===== config.mk =====
export PLATFORM = sky130hd
export DESIGN_NAME = utf8_byte_stream_decoder_core
export DESIGN_NICKNAME = d
export VERILOG_FILES = /design/src/design/u8dec_pkg.sv /design/src/design/utf8_byte_stream_decoder_core.sv /design/src/design/u8dec_in_stage.sv /design/src/design/u8dec_step.sv /design/src/design/u8dec_out_stage.sv
export SDC_FILE = /design/constraint.sdc
export NUM_CORES = 1
export LEC_CHECK = 0
export BUFFER_PORTS_ARGS = -buffer_cell sky130_fd_sc_hd__clkbuf_2
export CORE_MARGIN = 10
export CORE_UTILIZATION = 41
export DETAILED_ROUTE_END_ITERATION = 8
export PLACE_DENSITY = 0.67
export SETUP_SLACK_MARGIN = 0.2
export SYNTH_ARGS = -nofsm -noshare
export SYNTH_HDL_FRONTEND = slang
export SYNTH_SLANG_ARGS = --single-unit

===== constraint.sdc =====
create_clock -name aclk -period 7.05 [get_ports aclk]
set_input_delay 1.41 -clock aclk [delete_from_list [all_inputs] [get_ports aclk]]
set_output_delay 1.41 -clock aclk [all_outputs]
set_load 0.01 [all_outputs]

===== src/design/u8dec_pkg.sv =====
// shared types and codes for the utf-8 byte stream decoder
package u8dec_pkg;

    localparam int CpWidth = 31;

    // result status codes
    localparam logic [1:0] ST_OK    = 2'd0;
    localparam logic [1:0] ST_BAD   = 2'd1;
    localparam logic [1:0] ST_TRUNC = 2'd2;

    // byte held in the input stage
    typedef struct packed {
        logic       valid;
        logic [7:0] byte_in;
    } u8dec_slot_t;

    // outcome of one decode step
    typedef struct packed {
        logic               emit;
        logic [CpWidth-1:0] code_point;
        logic [1:0]         status;
    } u8dec_res_t;

endpackage


===== src/design/utf8_byte_stream_decoder_core.sv =====
// Top level of the UTF-8 byte stream to UCS-4 decoder.
// One raw byte enters per item on the s_ channel (s_valid, s_ready,
// s_byte_in); decoded code points leave on the m_ channel (m_valid, m_ready,
// m_code_point, m_status) with status 0 ok, 1 stray continuation or bad
// lead byte, 2 sequence cut short by a zero byte.
// Lead bytes up to six-byte sequences are taken; continuation bytes only
// give their low six bits. Lead and inner bytes produce no result.
// A byte accepted into the input register is decoded there, and its result,
// if any, is loaded into the result register when the item moves on, which
// a receiver stall can hold back.
// Throughput: one byte per cycle while the receiver does not stall, set by the
// state update between the input and result registers.
// Reset (aresetn low, synchronous) empties both registers and returns the
// decoder to idle with no sequence open.
// When the receiver stalls with a result held, the byte in the input
// register waits, and s_ready stays high only while that register is empty;
// no result is lost or repeated.
module utf8_byte_stream_decoder_core
    import u8dec_pkg::*;
(
    input  logic               aclk,
    input  logic               aresetn,
    input  logic               s_valid,
    output logic               s_ready,
    input  logic [7:0]         s_byte_in,
    output logic               m_valid,
    input  logic               m_ready,
    output logic [CpWidth-1:0] m_code_point,
    output logic [1:0]         m_status
);

    u8dec_slot_t slot;
    u8dec_res_t  res;
    logic        advance;
    logic        load;

    // held item moves on when the result register can take it
    assign advance = slot.valid && (!m_valid || m_ready);
    assign load    = advance && res.emit;

    u8dec_in_stage u_in_stage (
        .aclk      (aclk),
        .aresetn   (aresetn),
        .s_valid   (s_valid),
        .s_ready   (s_ready),
        .s_byte_in (s_byte_in),
        .advance   (advance),
        .slot      (slot)
    );

    u8dec_step u_step (
        .aclk    (aclk),
        .aresetn (aresetn),
        .advance (advance),
        .byte_in (slot.byte_in),
        .res     (res)
    );

    u8dec_out_stage u_out_stage (
        .aclk         (aclk),
        .aresetn      (aresetn),
        .load         (load),
        .res          (res),
        .m_valid      (m_valid),
        .m_ready      (m_ready),
        .m_code_point (m_code_point),
        .m_status     (m_status)
    );

    // error and truncated results always carry a zero code point
    assert property (@(posedge aclk) disable iff (!aresetn)
        m_valid && m_status != ST_OK |-> m_code_point == '0)
        else $error("nonzero code point on error result");

    // an item with a result never moves on without reaching the result register
    assert property (@(posedge aclk) disable iff (!aresetn)
        load |=> m_valid && m_code_point == $past(res.code_point))
        else $error("result lost between stages");

    // an empty input register always takes an item
    assert property (@(posedge aclk) disable iff (!aresetn)
        !slot.valid |-> s_ready)
        else $error("input stage empty but not ready");

endmodule


===== src/design/u8dec_in_stage.sv =====
// input register stage holding one byte item
module u8dec_in_stage
    import u8dec_pkg::*;
(
    input  logic        aclk,
    input  logic        aresetn,
    input  logic        s_valid,
    output logic        s_ready,
    input  logic [7:0]  s_byte_in,
    input  logic        advance,
    output u8dec_slot_t slot
);

    logic       valid_reg;
    logic       valid_next;
    logic [7:0] byte_reg;

    // room when empty or when the held item moves on this cycle
    assign s_ready = !valid_reg || advance;

    always_comb begin
        valid_next = valid_reg;
        if (s_valid && s_ready) begin
            valid_next = 1'b1;
        end else if (advance) begin
            valid_next = 1'b0;
        end
    end

    // control register
    always_ff @(posedge aclk) begin
        if (!aresetn) begin
            valid_reg <= 1'b0;
        end else begin
            valid_reg <= valid_next;
        end
    end

    // payload register
    always_ff @(posedge aclk) begin
        if (s_valid && s_ready) begin
            byte_reg <= s_byte_in;
        end
    end

    assign slot.valid   = valid_reg;
    assign slot.byte_in = byte_reg;

endmodule


===== src/design/u8dec_step.sv =====
// decode state and per-byte update logic
module u8dec_step
    import u8dec_pkg::*;
(
    input  logic       aclk,
    input  logic       aresetn,
    input  logic       advance,
    input  logic [7:0] byte_in,
    output u8dec_res_t res
);

    logic [CpWidth-1:0] partial_value_reg;
    logic [CpWidth-1:0] partial_value_next;
    logic [2:0]         bytes_remaining_reg;
    logic [2:0]         bytes_remaining_next;
    logic [CpWidth-1:0] shifted;
    logic [2:0]         remaining_dec;

    assign shifted       = {partial_value_reg[CpWidth-7:0], byte_in[5:0]};
    assign remaining_dec = bytes_remaining_reg - 3'd1;

    // next state and result for the byte in the input stage
    always_comb begin
        partial_value_next   = partial_value_reg;
        bytes_remaining_next = bytes_remaining_reg;
        res.emit             = 1'b0;
        res.code_point       = '0;
        res.status           = ST_OK;
        if (bytes_remaining_reg != 3'd0) begin
            if (byte_in == 8'h00) begin
                // zero byte aborts the open sequence
                partial_value_next   = '0;
                bytes_remaining_next = 3'd0;
                res.emit             = 1'b1;
                res.status           = ST_TRUNC;
            end else if (remaining_dec == 3'd0) begin
                partial_value_next   = '0;
                bytes_remaining_next = 3'd0;
                res.emit             = 1'b1;
                res.code_point       = shifted;
            end else begin
                partial_value_next   = shifted;
                bytes_remaining_next = remaining_dec;
            end
        end else begin
            priority if (byte_in < 8'h80) begin
                res.emit       = 1'b1;
                res.code_point = {{(CpWidth-8){1'b0}}, byte_in};
            end else if (byte_in < 8'hC0 || byte_in >= 8'hFE) begin
                // stray continuation or invalid lead
                res.emit   = 1'b1;
                res.status = ST_BAD;
            end else if (byte_in < 8'hE0) begin
                partial_value_next   = {{(CpWidth-5){1'b0}}, byte_in[4:0]};
                bytes_remaining_next = 3'd1;
            end else if (byte_in < 8'hF0) begin
                partial_value_next   = {{(CpWidth-4){1'b0}}, byte_in[3:0]};
                bytes_remaining_next = 3'd2;
            end else if (byte_in < 8'hF8) begin
                partial_value_next   = {{(CpWidth-3){1'b0}}, byte_in[2:0]};
                bytes_remaining_next = 3'd3;
            end else if (byte_in < 8'hFC) begin
                partial_value_next   = {{(CpWidth-2){1'b0}}, byte_in[1:0]};
                bytes_remaining_next = 3'd4;
            end else begin
                partial_value_next   = {{(CpWidth-2){1'b0}}, byte_in[1:0]};
                bytes_remaining_next = 3'd5;
            end
        end
    end

    // state registers, updated only when an item moves on
    always_ff @(posedge aclk) begin
        if (!aresetn) begin
            partial_value_reg   <= '0;
            bytes_remaining_reg <= 3'd0;
        end else if (advance) begin
            partial_value_reg   <= partial_value_next;
            bytes_remaining_reg <= bytes_remaining_next;
        end
    end

    // longest sequence leaves five continuation bytes due
    assert property (@(posedge aclk) disable iff (!aresetn)
        bytes_remaining_reg <= 3'd5)
        else $error("continuation count out of range");

    // no gathered bits survive outside an open sequence
    assert property (@(posedge aclk) disable iff (!aresetn)
        bytes_remaining_reg == 3'd0 |-> partial_value_reg == '0)
        else $error("partial value left over while idle");

    // a zero byte inside a sequence closes it with a truncated result
    assert property (@(posedge aclk) disable iff (!aresetn)
        advance && bytes_remaining_reg != 3'd0 && byte_in == 8'h00
        |-> res.emit && res.status == ST_TRUNC
        ##1 bytes_remaining_reg == 3'd0)
        else $error("zero byte did not abort the sequence");

endmodule


===== src/design/u8dec_out_stage.sv =====
// result register stage toward the receiver
module u8dec_out_stage
    import u8dec_pkg::*;
(
    input  logic               aclk,
    input  logic               aresetn,
    input  logic               load,
    input  u8dec_res_t         res,
    output logic               m_valid,
    input  logic               m_ready,
    output logic [CpWidth-1:0] m_code_point,
    output logic [1:0]         m_status
);

    logic               valid_reg;
    logic               valid_next;
    logic [CpWidth-1:0] code_point_reg;
    logic [1:0]         status_reg;

    always_comb begin
        valid_next = valid_reg;
        if (load) begin
            valid_next = 1'b1;
        end else if (m_ready) begin
            valid_next = 1'b0;
        end
    end

    // control register
    always_ff @(posedge aclk) begin
        if (!aresetn) begin
            valid_reg <= 1'b0;
        end else begin
            valid_reg <= valid_next;
        end
    end

    // payload registers
    always_ff @(posedge aclk) begin
        if (load) begin
            code_point_reg <= res.code_point;
            status_reg     <= res.status;
        end
    end

    assign m_valid      = valid_reg;
    assign m_code_point = code_point_reg;
    assign m_status     = status_reg;

endmodule


==> out/metrics.csv <==
metric;value;unit
status;finished, final reports clean;
routed vias;1703;
Seq cells post-synth;71;
routed len/inst;14.5;um
library cells used by synthesis;39;
max-capacitance violation count;0;
largest cells by area after synthesis;edfxtp_1, dfxtp_1, a22o_1;
Static Leak;1.26;nW
Die X;102;um
met3 WL;356;um
Clock Path Buffers;2;
Final Max Tran Viols;0;
Std-Cell Rows;29;
Synth async-reset ratio;0;
Initial Utilization;0.429;
fill count;551;
FF+latch area;1830;sq um
Final ANT Viol Nets;0;
initial detailed-routing violation count;63;
Post-Syn Instances;207;
IO Count;47;
htree depth;3;
drt first pass iters;4;
Post-Syn Area;2760;sq um
HPWL after DPL;3.35;mm
largest net degree at the start of global routing;34;
DRC violations left;0;
post-synth top area share;0.447;
Peak VDD IR;0.000157;V
WS Path Type;primary input to primary output;
TritonCTS clock tree;built;
leading area contributor after synthesis;edfxtp_1;
crit path DAT;1950;ps
number of flip-flops in the largest register;31;
Clock Skew;7.43;ps
crit path max fanout;4;
GRT Total Usage;0.100;
critical path data required time;5640;ps
final period utilization;0.477;
clock sinks;71;
headroom to the max-slew limit;0.528;
Worst-Skew Late Latency;340;ps
post-CTS setup repair buffer count;0;
number of global-route vias before repair;1688;
syn_area_per_cell;13.3;sq um
clk slew on worst S/H paths;80;ps
number of buffers created by CTS;9;
top routing layer in use;met4;
ant diodes;0;
HP Class;flip-flop to flip-flop;
CTS hold repair buffers;0;
Root Driver;clkbuf_8;
CP endpoint kind;primary output;
setup TNS;0;ps
Post-synth EDFFs;41;
area of the die;10400;sq um
crit path launch type;primary input;
met1 wire length;2.13;mm
Layout area overhead;19.5;%
RSZ-0062 raised after global routing;no;
Seq/Total Area, Yosys;0.665;
synth warn;0;
initial antenna violation count;0;
layout cells sized above 1;0.286;
highest clock rate;0.297;GHz
Resized cells post-CTS;0;
drt total wl;4.91;mm
syn nets;222;
post-DR vias/cell;5.02;
# setup viols final;0;
final hold violations;0;
minimum clock period;3360;ps
Core Area;6420;sq um
footprint of the multi-input gates;843;sq um
Die H;102;um
ys flop type;edfxtp_1;
first-pass GRT wire length;8.14;mm
Final nets;272;
routed wl met2;2.34;mm
total grt overflow;0;
routability cong.;0.813;
Worst-Margin Slew;705;ps
Pwr Density;284;nW/um^2
Hold WS;466;ps
port bufs;46;
==> per-stage QoR <==
| stage | cells | util | setup slack [ps] | total power, W | instance area [sq um] |
|---|---|---|---|---|---|
| 2_1_floorplan | 207 | - | 3510 | 0.000511 | 2760 |
| 3_3_place_gp | 323 | 0.471 | 3710 | 0.000531 | 3030 |
| 3_5_place_dp | 323 | 0.471 | 3690 | 0.000532 | 3030 |
| 4_1_cts | 339 | 0.513 | 3680 | 0.000944 | 3290 |
| 5_1_grt | 339 | 0.513 | 3610 | 0.000970 | 3290 |
| 6_report | 339 | 0.513 | 3690 | 0.000936 | 3290 |
==> metal layers <==
metal	up-vias	GRT usage
met5	-	0
met4	0	0.0618
met3	8	0.0331
met2	43	0.159
met1	795	0.115
li1	857	-
==> synthesized netlist by cell type (2+ instances only) <==
master,n
and2_1,25
nand4_1,2
a22o_1,21
nor2b_1,9
edfxtp_1,41
a21boi_1,5
inv_1,5
buf_2,3
nand2_1,12
nand3_1,5
buf_6,4
o21ai_1,6
a21oi_1,3
dfxtp_1,30
and2_4,2
ha_1,3
nor2_1,9
==> critical path, stage by stage <==
cell	delay, ps
clkbuf_2	80
nor2b_1	230
nand2_1	100
clkbuf_2	140
==> area by class of cell <==
class | count | area share
clock inverter | 6 | 0.0350
sequential | 71 | 0.556
multi-input combinational | 123 | 0.256
clock buffer | 10 | 0.0452
timing repair buffer | 47 | 0.0722
inverter | 5 | 0.00570
tap | 77 | 0.0293
==> where the power goes <==
part	internal, W	leakage, nW	switching, W	total, W
combinational	0.0000217	0.507	0.0000371	0.0000588
clock	0.000258	0.128	0.000157	0.000415
sequential	0.000455	0.630	0.00000813	0.000463
==> kinds of logic (layout without fill, tap and decap cells) <==
logic type                 count (synthesis)  after routing  synth area share
buffers and inverters                     13             68            0.0300
xor gates and xnor gates                   1              1           0.00318
DFF                                       71             71             0.665
and+or+nand+nor                           76             76             0.165
AOI/OAI and AO/OA                         43             43             0.124
adders and majority gates                  3              3            0.0136
==> cells in the final DEF (no fill, tap or decap), types with 2 or more instances in the layout <==
cell | synthesis | routed
ha_1 | 3 | 3
nand3_1 | 5 | 5
and2_1 | 25 | 25
nor2b_1 | 9 | 9
and2_4 | 2 | 2
edfxtp_1 | 41 | 41
nand2_1 | 12 | 12
a21oi_1 | 3 | 3
clkbuf_8 | 0 | 9
clkinv_4 | 0 | 2
o21ai_1 | 6 | 6
inv_1 | 5 | 5
nor2_2 | 1 | 2
bufinv_16 | 0 | 3
a22o_1 | 21 | 21
nand4_1 | 2 | 2
a21boi_1 | 5 | 5
dfxtp_1 | 30 | 30
clkbuf_2 | 0 | 46
nor2_1 | 9 | 8
==> path summary, 6_finish.rpt <==
kind / endpoint / slack, ps / startpoint / cells past startpoint
setup / recovery: s_ready / 3690 / m_ready / 4
hold / removal: u_step.partial_value_reg[4]$_SDFFE_PN0P_ / 470 / u_step.partial_value_reg[4]$_SDFFE_PN0P_ / 2
setup reg to reg: u_out_stage.m_code_point[0]$_DFFE_PP_ / 4810 / u_step.bytes_remaining_reg[0]$_SDFFE_PN0P_ / 7
hold reg to reg: u_step.partial_value_reg[4]$_SDFFE_PN0P_ / 470 / u_step.partial_value_reg[4]$_SDFFE_PN0P_ / 2
Power figures use the tool's default switching activity.
